### src/hw/rtl/iir_first_order_look_ahead_macros.svh
// Assertion macros shared by the filter RTL. Each macro samples on the
// rising edge of clock and is switched off while reset is high.
`ifndef IIR_FIRST_ORDER_LOOK_AHEAD_MACROS_SVH
`define IIR_FIRST_ORDER_LOOK_AHEAD_MACROS_SVH

// The consequent must hold in the same cycle as the antecedent.
`define IIR_ASSERT_NOW(label, ante, cons, msg) \
   label: assert property (@(posedge clock) disable iff (reset) (ante) |-> (cons)) \
      else $error(msg);

// The consequent must hold in the cycle after the antecedent.
`define IIR_ASSERT_NEXT(label, ante, cons, msg) \
   label: assert property (@(posedge clock) disable iff (reset) (ante) |=> (cons)) \
      else $error(msg);

`endif

### src/hw/rtl/iirla_pkg.sv
package iirla_pkg;

   // Default sample width and the number of bits kept after truncation.
   localparam int DEFAULT_SAMPLE_BITS = 14;
   localparam int DEFAULT_KEPT_BITS   = 5;

   // Coefficient values after reset, in Q0.13.
   localparam int RESET_COEF_B0 = 3447;
   localparam int RESET_COEF_B1 = 3447;
   localparam int RESET_COEF_A1 = -1298;

   // Number of register stages from the input to the output register.
   localparam int PIPE_STAGES = 7;

   // Register port geometry.
   localparam int CSR_ADDR_BITS = 4;
   localparam int CSR_DATA_BITS = 32;

   typedef enum logic [1:0] {
      REG_COEF_B0 = 2'd0,
      REG_COEF_B1 = 2'd1,
      REG_COEF_A1 = 2'd2
   } reg_index_type;

endpackage

### src/hw/rtl/iir_first_order_look_ahead.sv
// First-order IIR filter with look-ahead and coefficient truncation. Each
// transaction on the req_ channel carries one signed Q0.13 sample and yields
// exactly one filtered sample on the rsp_ channel, in order. The datapath is a
// seven-stage pipeline: one multiplier or one add-and-truncate sits between
// registers, so a new transaction can be taken on every clock cycle while
// the output is not stalled. Because the look-ahead form makes the look-ahead
// term depend only on the previous input and on the intermediate value from
// two samples back, there is no feedback loop across the multiplier and the
// throughput is one sample per cycle unless the output stalls. Each
// stage has its own valid bit and moves forward whenever the stage after it
// is empty or moving, so a stalled output only stalls the stages that are
// actually full and bubbles are squeezed out. The three coefficients are
// written over the APB-style port at byte addresses 0 (b0), 4 (b1) and 8
// (a1); they should only be changed while no transaction is in flight. Reset
// clears the filter history and restores the default coefficients.
module iir_first_order_look_ahead
   import iirla_pkg::*;
#(
   parameter int SAMPLE_BITS = DEFAULT_SAMPLE_BITS,
   parameter int KEPT_BITS   = DEFAULT_KEPT_BITS
) (
   input  logic                            clock,
   input  logic                            reset,
   // Input sample channel.
   input  logic                            req_valid,
   output logic                            req_ready,
   input  logic signed [SAMPLE_BITS-1:0]   req_sample_in,
   // Filtered sample channel.
   output logic                            rsp_valid,
   input  logic                            rsp_ready,
   output logic signed [SAMPLE_BITS:0]     rsp_sample_out,
   // Coefficient register port.
   input  logic                            psel,
   input  logic                            penable,
   input  logic                            pwrite,
   input  logic [CSR_ADDR_BITS-1:0]        paddr,
   input  logic [CSR_DATA_BITS-1:0]        pwdata,
   output logic [CSR_DATA_BITS-1:0]        prdata,
   output logic                            pready
);

   // Short names for the widths used throughout.
   localparam int SB    = SAMPLE_BITS;
   // Low bits cleared on inputs, coefficients and feedback terms.
   localparam int CUT_C = SAMPLE_BITS - KEPT_BITS - 1;
   // Low bits cleared on the intermediate value w and the look-ahead term.
   localparam int CUT_W = SAMPLE_BITS - KEPT_BITS;
   // Every product is rescaled by this floor shift.
   localparam int SHIFT = SAMPLE_BITS - 1;

   // ------------------------------------------------------------------
   // Coefficient registers
   // ------------------------------------------------------------------
   logic signed [SB-1:0] coef_b0_ff;
   logic signed [SB-1:0] coef_b1_ff;
   logic signed [SB-1:0] coef_a1_ff;
   logic                 csr_write;
   reg_index_type        csr_index;

   assign pready    = 1'b1;
   assign csr_write = psel & penable & pwrite & pready;
   assign csr_index = reg_index_type'(paddr[3:2]);

   // A write to an address beyond the three registers is simply dropped.
   always_ff @(posedge clock) begin
      if (reset) begin
         coef_b0_ff <= SB'(RESET_COEF_B0);
         coef_b1_ff <= SB'(RESET_COEF_B1);
         coef_a1_ff <= SB'(RESET_COEF_A1);
      end else if (csr_write) begin
         case (csr_index)
            REG_COEF_B0: coef_b0_ff <= $signed(pwdata[SB-1:0]);
            REG_COEF_B1: coef_b1_ff <= $signed(pwdata[SB-1:0]);
            REG_COEF_A1: coef_a1_ff <= $signed(pwdata[SB-1:0]);
            default: ;
         endcase
      end
   end

   // Reads return the register sign-extended to the data width.
   always_comb begin
      case (csr_index)
         REG_COEF_B0: prdata = {{(CSR_DATA_BITS-SB){coef_b0_ff[SB-1]}}, coef_b0_ff};
         REG_COEF_B1: prdata = {{(CSR_DATA_BITS-SB){coef_b1_ff[SB-1]}}, coef_b1_ff};
         REG_COEF_A1: prdata = {{(CSR_DATA_BITS-SB){coef_a1_ff[SB-1]}}, coef_a1_ff};
         default:     prdata = '0;
      endcase
   end

   // Truncated coefficients: shifting right and back left clears the low
   // bits with floor rounding, as required for negative values.
   logic signed [SB-1:0] b0_trunc;
   logic signed [SB-1:0] b1_trunc;
   logic signed [SB-1:0] a1_trunc;

   assign b0_trunc = (coef_b0_ff >>> CUT_C) <<< CUT_C;
   assign b1_trunc = (coef_b1_ff >>> CUT_C) <<< CUT_C;
   assign a1_trunc = (coef_a1_ff >>> CUT_C) <<< CUT_C;

   // ------------------------------------------------------------------
   // Pipeline flow control
   // ------------------------------------------------------------------
   // A stage can take new data when it is empty or when its contents move on
   // in the same cycle. The chain is resolved from the output backwards.
   logic [PIPE_STAGES-1:0] valid_ff;
   logic [PIPE_STAGES-1:0] valid_in;
   logic [PIPE_STAGES:0]   stage_ready;
   logic [PIPE_STAGES-1:0] up_valid;
   logic [PIPE_STAGES-1:0] load;

   always_comb begin
      stage_ready[PIPE_STAGES] = rsp_ready;
      for (int k = PIPE_STAGES - 1; k >= 0; k--) begin
         stage_ready[k] = ~valid_ff[k] | stage_ready[k+1];
      end
      up_valid = {valid_ff[PIPE_STAGES-2:0], req_valid};
      load     = stage_ready[PIPE_STAGES-1:0] & up_valid;
      for (int k = 0; k < PIPE_STAGES; k++) begin
         valid_in[k] = stage_ready[k] ? up_valid[k] : valid_ff[k];
      end
   end

   always_ff @(posedge clock) begin
      if (reset) begin
         valid_ff <= '0;
      end else begin
         valid_ff <= valid_in;
      end
   end

   assign req_ready = stage_ready[0];
   assign rsp_valid = valid_ff[PIPE_STAGES-1];

   // ------------------------------------------------------------------
   // Stage 1: truncate the new sample and pair it with the previous one.
   // ------------------------------------------------------------------
   logic signed [SB-1:0] x_trunc;
   logic signed [SB-1:0] prev_input_ff;
   logic signed [SB-1:0] x1_ff;
   logic signed [SB-1:0] p1_ff;

   assign x_trunc = (req_sample_in >>> CUT_C) <<< CUT_C;

   // The previous input is filter state, so it advances only on a
   // transaction and is cleared by reset.
   always_ff @(posedge clock) begin
      if (reset) begin
         prev_input_ff <= '0;
      end else if (load[0]) begin
         prev_input_ff <= x_trunc;
      end
   end

   always_ff @(posedge clock) begin
      if (load[0]) begin
         x1_ff <= x_trunc;
         p1_ff <= prev_input_ff;
      end
   end

   // ------------------------------------------------------------------
   // Stage 2: feedback product of the previous input with a1.
   // ------------------------------------------------------------------
   logic signed [2*SB-1:0] m2_in;
   logic signed [2*SB-1:0] m2_ff;
   logic signed [SB-1:0]   x2_ff;
   logic signed [SB-1:0]   p2_ff;

   assign m2_in = p1_ff * a1_trunc;

   always_ff @(posedge clock) begin
      if (load[1]) begin
         m2_ff <= m2_in;
         x2_ff <= x1_ff;
         p2_ff <= p1_ff;
      end
   end

   // ------------------------------------------------------------------
   // Stage 3: intermediate value w and its two-sample history.
   // ------------------------------------------------------------------
   logic signed [2*SB-1:0] fb;
   logic signed [2*SB-1:0] w_diff;
   logic signed [2*SB-1:0] w_full;
   logic signed [SB:0]     w3_in;
   logic signed [SB:0]     w3_ff;
   logic signed [SB:0]     wold3_ff;
   logic signed [SB-1:0]   p3_ff;
   logic signed [SB:0]     hist0_ff;
   logic signed [SB:0]     hist1_ff;

   assign fb     = ((m2_ff >>> SHIFT) >>> CUT_C) <<< CUT_C;
   assign w_diff = x2_ff - fb;
   assign w_full = (w_diff >>> CUT_W) <<< CUT_W;
   // The difference always fits in one bit more than a sample.
   assign w3_in  = $signed(w_full[SB:0]);

   // The history follows the samples in order, so it is updated exactly
   // when a sample enters this stage; hist1 then holds w from two samples
   // back for the look-ahead term.
   always_ff @(posedge clock) begin
      if (reset) begin
         hist0_ff <= '0;
         hist1_ff <= '0;
      end else if (load[2]) begin
         hist0_ff <= w3_in;
         hist1_ff <= hist0_ff;
      end
   end

   always_ff @(posedge clock) begin
      if (load[2]) begin
         w3_ff    <= w3_in;
         wold3_ff <= hist1_ff;
         p3_ff    <= p2_ff;
      end
   end

   // ------------------------------------------------------------------
   // Stage 4: the two products that use w.
   // ------------------------------------------------------------------
   logic signed [2*SB:0] pb0_in;
   logic signed [2*SB:0] pa_in;
   logic signed [2*SB:0] pb0_4_ff;
   logic signed [2*SB:0] pa4_ff;
   logic signed [SB-1:0] p4_ff;

   assign pb0_in = w3_ff * b0_trunc;
   assign pa_in  = wold3_ff * a1_trunc;

   always_ff @(posedge clock) begin
      if (load[3]) begin
         pb0_4_ff <= pb0_in;
         pa4_ff   <= pa_in;
         p4_ff    <= p3_ff;
      end
   end

   // ------------------------------------------------------------------
   // Stage 5: look-ahead term and rescaling of the b0 product.
   // ------------------------------------------------------------------
   logic signed [2*SB:0] wa;
   logic signed [2*SB:0] ahead_full;
   logic signed [2*SB:0] s0_full;
   logic signed [SB+1:0] ahead5_ff;
   logic signed [SB+1:0] s0_5_ff;

   assign wa         = ((pa4_ff >>> SHIFT) >>> CUT_C) <<< CUT_C;
   assign ahead_full = ((p4_ff - wa) >>> CUT_W) <<< CUT_W;
   assign s0_full    = pb0_4_ff >>> SHIFT;

   always_ff @(posedge clock) begin
      if (load[4]) begin
         ahead5_ff <= $signed(ahead_full[SB+1:0]);
         s0_5_ff   <= $signed(s0_full[SB+1:0]);
      end
   end

   // ------------------------------------------------------------------
   // Stage 6: look-ahead term times b1.
   // ------------------------------------------------------------------
   logic signed [2*SB+1:0] pb1_in;
   logic signed [2*SB+1:0] pb1_6_ff;
   logic signed [SB+1:0]   s0_6_ff;

   assign pb1_in = ahead5_ff * b1_trunc;

   always_ff @(posedge clock) begin
      if (load[5]) begin
         pb1_6_ff <= pb1_in;
         s0_6_ff  <= s0_5_ff;
      end
   end

   // ------------------------------------------------------------------
   // Stage 7: final sum, wrapped to the output width; output register.
   // ------------------------------------------------------------------
   logic signed [2*SB+1:0] y_sum;
   logic signed [SB:0]     y7_ff;

   assign y_sum = (pb1_6_ff >>> SHIFT) + s0_6_ff;

   always_ff @(posedge clock) begin
      if (load[6]) begin
         y7_ff <= $signed(y_sum[SB:0]);
      end
   end

   assign rsp_sample_out = y7_ff;

   // ------------------------------------------------------------------
   // Assertions
   // ------------------------------------------------------------------
`include "iir_first_order_look_ahead_macros.svh"

   `IIR_ASSERT_NEXT(a_accept_fills_first, req_valid && req_ready, valid_ff[0],
      "accepted transaction did not reach the first stage")
   `IIR_ASSERT_NOW(a_empty_first_ready, !valid_ff[0], req_ready,
      "input refused although the first stage is empty")
   `IIR_ASSERT_NEXT(a_history_shift, load[2],
      hist0_ff == w3_ff && hist1_ff == $past(hist0_ff),
      "w history out of step with the pipeline")
   `IIR_ASSERT_NEXT(a_stalled_stage_holds, valid_ff[3] && !stage_ready[4],
      valid_ff[3] && $stable(pb0_4_ff), "stalled middle stage lost its contents")

endmodule
### config.mk
export PLATFORM = sky130hd
export DESIGN_NAME = iir_first_order_look_ahead
export DESIGN_NICKNAME = d
export VERILOG_FILES = /design/src/hw/rtl/iirla_pkg.sv /design/src/hw/rtl/iir_first_order_look_ahead.sv
export VERILOG_INCLUDE_DIRS = /design/src /design/src/hw/rtl
export SDC_FILE = /design/constraint.sdc
export NUM_CORES = 1
export LEC_CHECK = 0
export BUFFER_PORTS_ARGS = -buffer_cell sky130_fd_sc_hd__buf_2
export CORE_ASPECT_RATIO = 0.7
export CORE_MARGIN = 4
export CORE_UTILIZATION = 37
export DETAILED_ROUTE_END_ITERATION = 10
export GPL_TIMING_DRIVEN = 1
export HOLD_SLACK_MARGIN = 0.02
export PLACE_DENSITY = 0.58
export SYNTH_ARGS = -nofsm -noshare
export SYNTH_HDL_FRONTEND = slang
export SYNTH_SLANG_ARGS = --single-unit
### constraint.sdc
create_clock -name clock -period 11.01 [get_ports clock]
set_input_delay 2.7525 -clock clock [delete_from_list [all_inputs] [get_ports clock]]
set_output_delay 2.7525 -clock clock [all_outputs]
set_load 0.02 [all_outputs]
Word level (Yosys, flattened, before mapping)
Cells that the tools add are included.
{"block": "word_totals", "out_inout_bits": 50, "regBits": 205}
{"block": "op_classes", "bitwise": 17, "n_mul": 4, "reduce_logical": 4, "add_sub_neg": 3, "muxes": 1, "n_eq_ne": 2}
{"operator": "32-bit one-hot mux with 3 select lines", "n": 1}
{"operator": "6-bit by 6-bit multiplier with 12-bit output", "n": 2}
{"operator": "14-bit by 16-bit subtractor with 16-bit output", "n": 1}
{"operator": "15-bit adder", "n": 1}
{"operator": "14-bit by 15-bit subtractor with 15-bit output", "n": 1}
{"operator": "6-bit by 6-bit multiplier with 11-bit output", "n": 1}
{"operator": "7-bit by 6-bit multiplier with 11-bit output", "n": 1}
{"operator": "7-bit bitwise AND", "n": 1}
{"operator": "1-bit inverter", "n": 7}
{"operator": "1-bit OR", "n": 7}
{"operator": "2-bit AND reduction", "n": 3}
{"operator": "1-bit bitwise AND", "n": 2}
{"operator": "2-bit by 1-bit equality test with 1-bit output (second input constant)", "n": 1}
{"operator": "2-bit equality test (second input constant)", "n": 1}
{"operator": "2-bit logical NOT", "n": 1}

Longest topological paths before layout
Gate-level depths: netlist of run 1.
{"block": "logic_depth", "ltp_word": 9, "mapped_depth": 17, "mapped_depth_nobuf": 17}

Worst setup path after synthesis of run 1
No wires, ideal clock.
{"block": "synth_timing", "kind": "input to output", "startpoint": "input paddr[2]", "endpoint": "output prdata[14]", "slack_ns": 3.461, "cell_stages": 4, "t_arrival_ns": 4.796, "path_cell_list": "buf_2 mux2i_1 o21ai_0 buf_4"}
{"block": "synth_between", "elab_chain_len": 2, "word_cells_on_any_way": 4, "cone_classes": "eq/ne: 2; mux: 1; reduce/logical: 1"}
{"element": "from (decl)", "line": "iir_first_order_look_ahead.sv:36", "text": "input logic [CSR_ADDR_BITS-1:0] paddr,"}
{"element": "2-bit equality test, or another cell as far along", "line": "iir_first_order_look_ahead.sv:82", "text": "case (csr_index)"}
{"element": "32-bit one-hot mux with 3 select lines *", "line": "iir_first_order_look_ahead.sv:82"}
{"element": "to (decl)", "line": "iir_first_order_look_ahead.sv:38", "text": "output logic [CSR_DATA_BITS-1:0] prdata,"}
Every way passes the cells marked *; elsewhere a longest branch is shown, timed or not.

Worst setup path in the final report of run 1
{"block": "layout_timing", "startpoint": "input paddr[2]", "endpoint": "output prdata[29]"}
Same word-level chain as after synthesis.

==> results of run 1 <==
routing by layer:
layer	up-vias	wire, um	GRT usage, %
met5	-	40	0
met4	6	420	4.28
met3	35	1110	3.19
met2	135	10000	20.0
met1	3644	12500	20.1
li1	3799	-	-
stage by stage:
stage	power (mW)	setup slack [ns]	cell area [um^2]	util, %	cells
final	2.17	3.92	13900	41.5	1632
after global routing	2.32	3.83	13900	41.5	1632
after CTS	2.19	3.95	13900	41.5	1632
after detailed placement	1.52	3.95	13300	39.6	1600
after global placement	1.51	3.99	13300	39.6	1600
after floorplan	1.38	3.46	12600	-	1139
worst paths after layout:
path,from,endpoint,slack [ns],depth (start not counted)
worst max-delay path,paddr[2],prdata[29],3.92,7
worst min-delay path,x1_ff[10],x2_ff[10],0.42,0
worst max register to register,coef_a1_ff[12],m2_ff[26],6.41,14
worst min register to register,x1_ff[10],x2_ff[10],0.42,0
final cells by class:
class	count	area (um^2)	share of cell area (%)
sequential	192	5090	36.7
tap	435	544	3.92
timing repair buffer	79	410	2.95
clock inverter	12	163	1.17
multi-input combinational	753	6680	48.0
clock buffer	20	479	3.45
inverter	141	529	3.81
cell usage after synthesis (all sizes together), types with 10 or more instances:
| library cell | instances | area share [%] |
|---|---|---|
| ha | 92 | 9.1 |
| a211o | 20 | 1.4 |
| clkbuf | 20 | 0.60 |
| buf | 33 | 1.9 |
| nand2b | 10 | 0.56 |
| xnor2 | 52 | 3.6 |
| xor2 | 13 | 0.90 |
| nor2b | 38 | 1.9 |
| mux2i | 29 | 2.3 |
| nand2 | 110 | 3.3 |
| fa | 104 | 17 |
| and2 | 84 | 4.2 |
| nor2 | 53 | 1.6 |
| edfxtp | 125 | 30 |
| a21oi | 39 | 1.6 |
| dfxtp | 67 | 11 |
| o21ai | 32 | 1.3 |
| inv | 141 | 4.2 |
registers in the layout (all words and copies together), names as in the netlist, 7 cells and up:
| register | cells |
|---|---|
| pa4_ff | 8 |
| m2_ff | 7 |
| s0_5_ff | 11 |
| rsp_sample_out | 11 |
| coef_b0_ff | 14 |
| pb0_4_ff | 11 |
| coef_b1_ff | 14 |
| pb1_6_ff | 11 |
| valid_ff | 7 |
| s0_6_ff | 11 |
| ahead5_ff | 7 |
| coef_a1_ff | 14 |
kinds of logic (layout without fill, tap and decap cells):
group,count (synthesis),after routing
buffers and inverters,194,252
and+or+nand+nor,332,332
adders and majority gates,196,196
other,2,5
xor gates and xnor gates,65,65
AOI/OAI and AO/OA,124,124
DFF,192,192
muxes,31,31
power breakdown:
part	switching (mW)	total, mW	internal [mW]
combinational	0.350	0.642	0.292
sequential	0.0234	0.862	0.839
clock	0.292	0.663	0.371
==> summary.txt, run 1 <==
Power and ir drop
  • Peak supply drop: approximately 0.00013 V
  • Pwr dens: 156 nW/um^2
  • Cell leakage power: around 6 nW

Detailed routing
  • Vias per cell: 4.67
  • Final ANT Viol Nets: 0
  • Wire per inst: 14.8 um
  • DR vias: approximately 7600
  • Residual DRC: 0
  • Pre-Repair DR Iteration Count: 4
  • Iter 0 DRT Violations: slightly below 500
  • WL final: 24100 um

Critical path
  • CP Capture Type: output pin
  • WP data required: ~8.3 ns
  • Worst-path cell chain: buf_2, nor2b_1, buf_4, nand2_1, o21ai_0, buf_4, buf_2
  • Crit path largest cell delay: a little under 0.4 ns
  • Worst-path maximum fanout: 19
  • Buf/Inv on CP: 4
  • Crit path DAT: between 4 and 5 ns
  • Worst path top cell family by delay: buffers and inverters
  • Startpoint Class: input pin
  • WS Path Type: input pin to output pin
  • Worst path slowest cell: nor2b_1

Timing
  • Final setup violation count: 0
  • Worst Skew: roughly 0.009 ns
  • Post-route minimum period: 7.09 ns
  • Worst-margin pin slew: roughly 1.1 ns
  • WHS: 0.420 ns
  • Max Freq: around 140 MHz
  • Rel. slew slack: about a quarter
  • Hold Vio Cnt, Final: 0
  • Final critical-path share of the clock period: between 60 and 70%
  • RSZ-0062 raised after global routing: no
  • Fin Setup TNS: 0 ns
  • Max Slew Vio Count: 0

Yosys
  • Largest family of logic cells by synthesized area: adder cells
  • EDFF count, synth: 125
  • Synthesized instance count: between 1000 and 1500
  • Xor/xnor share of the synthesized area: under 10%
  • Simple-gate area share of the yosys netlist: about 14%
  • Multiplexer area fraction after synthesis: between 2 and 2.5%
  • Cell Area, Synth: between 10000 and 15000 um^2
  • Sequential-to-total area share from yosys stat: around 40%
  • Library cells used by synthesis: 56
  • Compound-Gate Fraction of Synth Area: 6.40%
  • Adder-Cell Fraction of Synth Area: about a quarter
  • Most common flop cell mapped by yosys: edfxtp_1
  • Synth Area per Inst: between 10 and 15 um^2
  • Warnings from Yosys: 0
  • Async SR Flop Fraction: 0%
  • Yosys reg bits: 192

Floorplanning
  • I/O pin count: about 110
  • Chip width: about 230 um
  • Die area: between 30000 and 40000 um^2
  • Starting density of the core: between 30% and 40%
  • Row cnt: 56
  • Die Height: around 160 um
  • Core area: around 33000 um^2

GRT
  • First-pass GRT wire length: about 41000 um
  • Largest net degree at the start of global routing: 70
  • Initial antenna violation count: 3
  • Vias in the first global route: a little under 8000
  • GRT Total Usage: roughly 14%
  • Overflow after GRT: 0

Clock network
  • Resized cells post-CTS: 0
  • Worst skew pair latency: 0.44 ns
  • Htree depth: 4
  • CTS Buffer Depth: 2
  • CTS Hold Bufs: 0
  • Post-CTS Setup Inserts: 0
  • Clock-pin slew on the worst setup and hold paths: 0.06 ns
  • Clk root buf: clkbuf_16
  • CTS buffer count: 17
  • CTS Sinks: 192
  • CTS tree: yes

Cells and area
  • Commonest cells after routing, fill and taps aside: inv_1, edfxtp_1, nand2_1
  • Commonest non-fill, non-tap cell in the layout: inv_1
  • Number of fill cells: between 3000 and 4000
  • Antenna Cells: 0
  • Fin nets: roughly 1400
  • Area Growth Syn to Fin: 10.4%
  • Layout cells sized above 1: about a tenth

Run status
  • Outcome: complete, no violations

Job
  • Max Cap Viol: 0

Placement
  • Port Buffers: 73
  • RD Place Congestion: ~0.8
  • DP Wirelength: around 18000 um

Hold path
  • Worst min-delay path category: flip-flop to flip-flop
(Power assumes the default switching activity.)
==> inputs of run 2 (changes only) <==
PLACE_DENSITY = 0.6   (was 0.58)
clock period = 5.7 ns   (was 11.01 ns; I/O delays follow)
==> run 2 against run 1 <==
Compared with the run above:
- sequential share of layout area rose by 0.16 points
- clock skew grew 0.0057 ns
- total power rose by 88%
- via count shrank 0.71%
- global-route usage shrank 0.21 points
- combinational power grew 95%
- clock power up 73%
- critical endpoint is now prdata[22]
- largest cell class unchanged
- largest power group unchanged
==> summary.txt, run 2 (synthesis results as in run 1) <==
Timing
  • Rel. slew slack: between 15 and 20%
  • Worst Skew: 0.0146 ns
  • Post-route minimum period: around 4.9 ns
  • Fin worst setup slack: approximately 0.80 ns
  • Final critical-path share of the clock period: 86.0%
  • Max Slew Vio Count: 0
  • Final setup violation count: 0
  • RSZ-0062 raised after global routing: no
  • Worst-margin pin slew: 1.25 ns
  • Fin Setup TNS: 0 ns
  • Hold Vio Cnt, Final: 0
  • Max Freq: about 200 MHz
  • WHS: 0.418 ns

GRT
  • Initial antenna violation count: 4
  • Overflow after GRT: 0
  • Vias in the first global route: a little under 8000
  • Largest net degree at the start of global routing: 70
  • First-pass GRT wire length: roughly 40000 um
  • GRT Total Usage: 13.4%

Floorplanning
  • I/O pin count: about 110
  • Core area: roughly 33000 um^2
  • Starting density of the core: a little under two fifths
  • Die Height: around 160 um
  • Die area: 37100 um^2
  • Chip width: between 200 and 250 um
  • Row cnt: 56

Critical path
  • Worst reg2reg setup slack: 1.17 ns
  • R2R Path End: m2_ff[26]
  • WP data required: roughly 4.3 ns
  • Worst-path maximum fanout: 19
  • Startpoint Class: input pin
  • CP Capture Type: output pin
  • WS Path Type: input pin to output pin
  • Reg2Reg Launch Point: coef_a1_ff[8]
  • FF-to-FF path depth: 14
  • Crit path DAT: between 3 and 4 ns

Detailed routing
  • Pre-Repair DR Iteration Count: 4
  • Residual DRC: 0
  • Iter 0 DRT Violations: 339
  • Vias per cell: between 4 and 5
  • DR vias: around 7600
  • Final ANT Viol Nets: 0
  • WL final: 23800 um
  • Wire per inst: 14.5 um

Clock network
  • CTS Sinks: around 190
  • Clk root buf: clkbuf_16
  • CTS Buffer Depth: 2
  • CTS buffer count: 17
  • CTS Hold Bufs: 0
  • Clock-pin slew on the worst setup and hold paths: 0.07 ns
  • Post-CTS Setup Inserts: 0
  • Resized cells post-CTS: 0
  • CTS tree: yes
  • Worst skew pair latency: approximately 0.44 ns
  • Htree depth: 4

Cells and area
  • Commonest non-fill, non-tap cell in the layout: inv_1
  • Number of fill cells: ~3200
  • Biggest regs: coef_a1_ff x14, coef_b0_ff x14, coef_b1_ff x14
  • Commonest cells after routing, fill and taps aside: inv_1, edfxtp_1, nand2_1
  • Final Cell Area: about 14000 um^2
  • Area Growth Syn to Fin: 9.93%
  • Antenna Cells: 0
  • Layout cells sized above 1: between 10% and 20%
  • Fin nets: ~1400

Hold path
  • Worst min-delay path category: flip-flop to flip-flop
  • Worst hold stages: 0
  • HP Start: s0_5_ff[9]
  • Worst hold endpoint: s0_6_ff[9]

Run status
  • Outcome: complete, no violations

Job
  • Max Cap Viol: 0

Placement
  • Port Buffers: 73
  • RD Place Congestion: around 0.8
  • Dpl cell area: about 13000 um^2
  • Pre-CTS setup slack: between 0.7 and 0.8 ns
  • DP Wirelength: 18600 um

Power and ir drop
  • Peak supply drop: roughly 0.00019 V
  • Cell leakage power: ~5.8 nW
  • Final Total Pwr: ~4 mW
  • Pwr dens: 294 nW/um^2
run 2: cell type report:
type / instances / area (um^2) / share of cell area, %
Clock buffer: 19 / 443 / 3.20
Sequential cell: 192 / 5090 / 36.8
Clock inverter: 13 / 129 / 0.931
Multi-Input combinational cell: 753 / 6670 / 48.2
Inverter: 141 / 529 / 3.82
Timing Repair Buffer: 81 / 425 / 3.07
Tap cell: 435 / 544 / 3.93
run 2: metal layers:
layer  vias to the layer above  track usage [%]  routed length [um]
met3                        20             3.23                1290
li1                       3797                -                   -
met4                         8             3.28                 180
met2                       118             19.7                9890
met1                      3622             20.1               12300
met5                         -                0                  69
run 2: worst max-delay path, stage by stage:
cell and delay [ns]:
buf_2 0.32, nor2b_1 1.03, nand2_1 0.13, o21ai_1 0.16
buf_4 0.22, buf_2 0.19
run 2: where the power goes:
part | switching, mW | internal [mW] | leakage, nW
combinational | 0.683 | 0.565 | 3.86
sequential | 0.0443 | 1.62 | 1.70
clock | 0.529 | 0.623 | 0.270
total | 1.26 | 2.81 | 5.83
run 2: how the worst max path moves through the flow:
stage	slack, ns	cells after the start	end	from
finish	0.80	6	prdata[22]	paddr[3]
global route	0.61	6	prdata[20]	paddr[3]
CTS	0.77	6	prdata[27]	paddr[3]
detailed placement	0.78	6	prdata[27]	paddr[3]
global placement	0.83	6	prdata[13]	paddr[3]
floorplan	0.81	4	prdata[14]	paddr[2]
run 2: stage by stage:
stage / util (%) / instances
global route: 41.3 / 1634
CTS: 41.3 / 1634
detailed placement: 39.6 / 1602
global placement: 39.6 / 1602
finish: 41.3 / 1634
floorplan: - / 1139
==> inputs of run 3 (changes only) <==
ABC_AREA = 1   (was default)
CORE_MARGIN = default   (was 4)
==> run 3 against run 2 <==
Compared with the run above:
- cell area grew 3.5%
- count of clock-buffer cells in the layout shrank 2
- die area shrank 2.9%
- largest cell class unchanged
==> summary.txt, run 3 <==
Timing
  • Hold Vio Cnt, Final: 0
  • Final critical-path share of the clock period: 78.9%
  • Worst-margin pin slew: 1.16 ns
  • Max Freq: roughly 220 MHz
  • Rel. slew slack: a little under a quarter
  • RSZ-0062 raised after global routing: no
  • WHS: roughly 0.42 ns
  • Post-route minimum period: around 4.5 ns
  • Fin Setup TNS: 0 ns
  • Final setup violation count: 0
  • Max Slew Vio Count: 0
  • Worst Skew: between 0.009 and 0.01 ns

Detailed routing
  • Wire per inst: around 14 um
  • Metal3 WL: 1490 um
  • Iter 0 DRT Violations: between 500 and 600
  • WL met2: around 12000 um
  • WL final: roughly 27000 um
  • Vias per cell: 4.61
  • DRT met1 WL: 12900 um
  • Residual DRC: 0
  • Final ANT Viol Nets: 0
  • Pre-Repair DR Iteration Count: 5
  • DR vias: roughly 9100
  • Uppermost routed layer: met5

Yosys
  • Most common flop cell mapped by yosys: edfxtp_1
  • Library cells used by synthesis: 38
  • Synth area leaders: edfxtp_1, fa_1, dfxtp_1
  • Sequential-to-total area share from yosys stat: roughly 39%
  • Yosys top cell by area: edfxtp_1
  • Synth Area per Inst: 9.09 um^2
  • Async SR Flop Fraction: 0%
  • Warnings from Yosys: 0
  • Synth top area share: between 20% and 30%
  • Yosys reg bits: between 150 and 200
  • EDFF count, synth: 125
  • Cell Area, Synth: 13000 um^2
  • Most common cell in the netlist: nand2_1
  • Most frequent cells after synthesis: nand2_1, inv_1, edfxtp_1, fa_1, ha_1
  • Synthesized instance count: between 1000 and 1500

Floorplanning
  • Die Height: between 150 and 200 um
  • Die area: ~36000 um^2
  • Core area: 34700 um^2
  • Row cnt: between 50 and 60
  • I/O pin count: between 100 and 150
  • Chip width: about 230 um
  • Starting density of the core: between 30 and 40%

GRT
  • First-pass GRT wire length: 44800 um
  • Initial antenna violation count: 3
  • Overflow after GRT: 0
  • Largest net degree at the start of global routing: 40
  • GRT Total Usage: between 10% and 20%
  • Vias in the first global route: 8954

Clock network
  • Clock-pin slew on the worst setup and hold paths: roughly 0.08 ns
  • CTS buffer count: 17
  • CTS Buffer Depth: 2
  • Post-CTS Setup Inserts: 0
  • CTS Hold Bufs: 0
  • Resized cells post-CTS: 0
  • Htree depth: 4
  • CTS tree: yes
  • CTS Sinks: between 150 and 200
  • Worst skew pair latency: around 0.45 ns
  • Clk root buf: clkbuf_16

Critical path
  • Startpoint Class: flip-flop
  • Worst-path maximum fanout: 13
  • Worst Setup SP: coef_a1_ff[13]
  • CP Capture Type: flip-flop
  • Crit path DAT: approximately 4.7 ns
  • WS Path Type: flip-flop to flip-flop
  • WP data required: 5.91 ns
  • Reg2Reg Launch Point: coef_a1_ff[13]

Power and ir drop
  • Peak supply drop: roughly 0.00017 V
  • Pwr dens: ~300 nW/um^2
  • Cell leakage power: about 7.3 nW

Cells and area
  • Layout cells sized above 1: about 8.6%
  • Biggest regs: coef_a1_ff x14, coef_b0_ff x14, coef_b1_ff x14
  • Commonest non-fill, non-tap cell in the layout: nand2_1
  • Non-filler cells, final: roughly 2000
  • Fin nets: ~1700
  • Finished Core Util: approximately two fifths
  • Area Growth Syn to Fin: 9.81%
  • Commonest cells after routing, fill and taps aside: nand2_1, inv_1, edfxtp_1
  • Final Cell Area: 14300 um^2

Placement
  • DP Wirelength: 21300 um
  • Dpl cell area: between 10000 and 15000 um^2
  • RD Place Congestion: about 0.92
  • Placed cells: just under 2000
  • Port Buffers: 73

Hold path
  • HP Start: p2_ff[10]
  • Worst min-delay path category: flip-flop to flip-flop

Job
  • Max Cap Viol: 0

Run status
  • Outcome: complete, no violations
run 3: critical path, cell delays in order, from the launching register on:
cell and delay, ns:
dfxtp_1 0.51, inv_1 0.30, or2_2 0.37, fa_1 0.51, fa_1 0.55, inv_1 0.06, fa_1 0.50, fa_1 0.41
ha_1 0.37, a21oi_1 0.22, nand2_1 0.11, a21oi_1 0.18, inv_1 0.06, nand3_1 0.06, nand2_1 0.06
run 3: worst paths after layout:
check,cells after the start,end,slack [ns]
setup reg to reg,14,pa4_ff[28],1.20
hold / removal,0,p3_ff[10],0.42
hold reg to reg,0,p3_ff[10],0.42
setup / recovery,14,pa4_ff[28],1.20
run 3: cell families after synthesis:
| logic type | count (synthesis) | share of synthesized area [%] |
|---|---|---|
| simple gates | 542 | 17.2 |
| buf+inv | 346 | 10.9 |
| fa+ha+maj | 196 | 24.8 |
| flops | 192 | 39.1 |
| compound gates | 106 | 4.56 |
| xor+xnor | 51 | 3.43 |
| other cells | 2 | 0.0576 |
run 3: cell type report:
cell class              count  area [um^2]
clock buffers              17          425
clock inverters            15          174
well taps                 472          591
inverters                 288         1080
multi-input cells         900         6540
diodes                      3         7.51
fillers                  3411        20300
repair buffers             78          403
flip-flops and latches    192         5090
run 3: through the flow:
step / setup slack (ns) / power (mW)
3_3_place_gp: 1.24 / 3.11
6_report: 1.20 / 4.31
3_5_place_dp: 1.19 / 3.15
5_1_grt: 0.882 / 4.65
2_1_floorplan: 1.19 / 2.83
4_1_cts: 1.17 / 4.36
run 3: metal layers:
layer  vias up  global-route usage (%)
li1       4536                       -
met1      4284                    22.2
met2       207                    24.7
met3        36                    3.51
met4         2                    5.56
met5         -                       0
run 3: where the power goes:
part | switching (mW) | leakage [nW] | internal (mW)
Clock | 0.579 | 0.294 | 0.626
Sequential | 0.0496 | 1.70 | 1.63
Combinational | 0.853 | 5.27 | 0.575
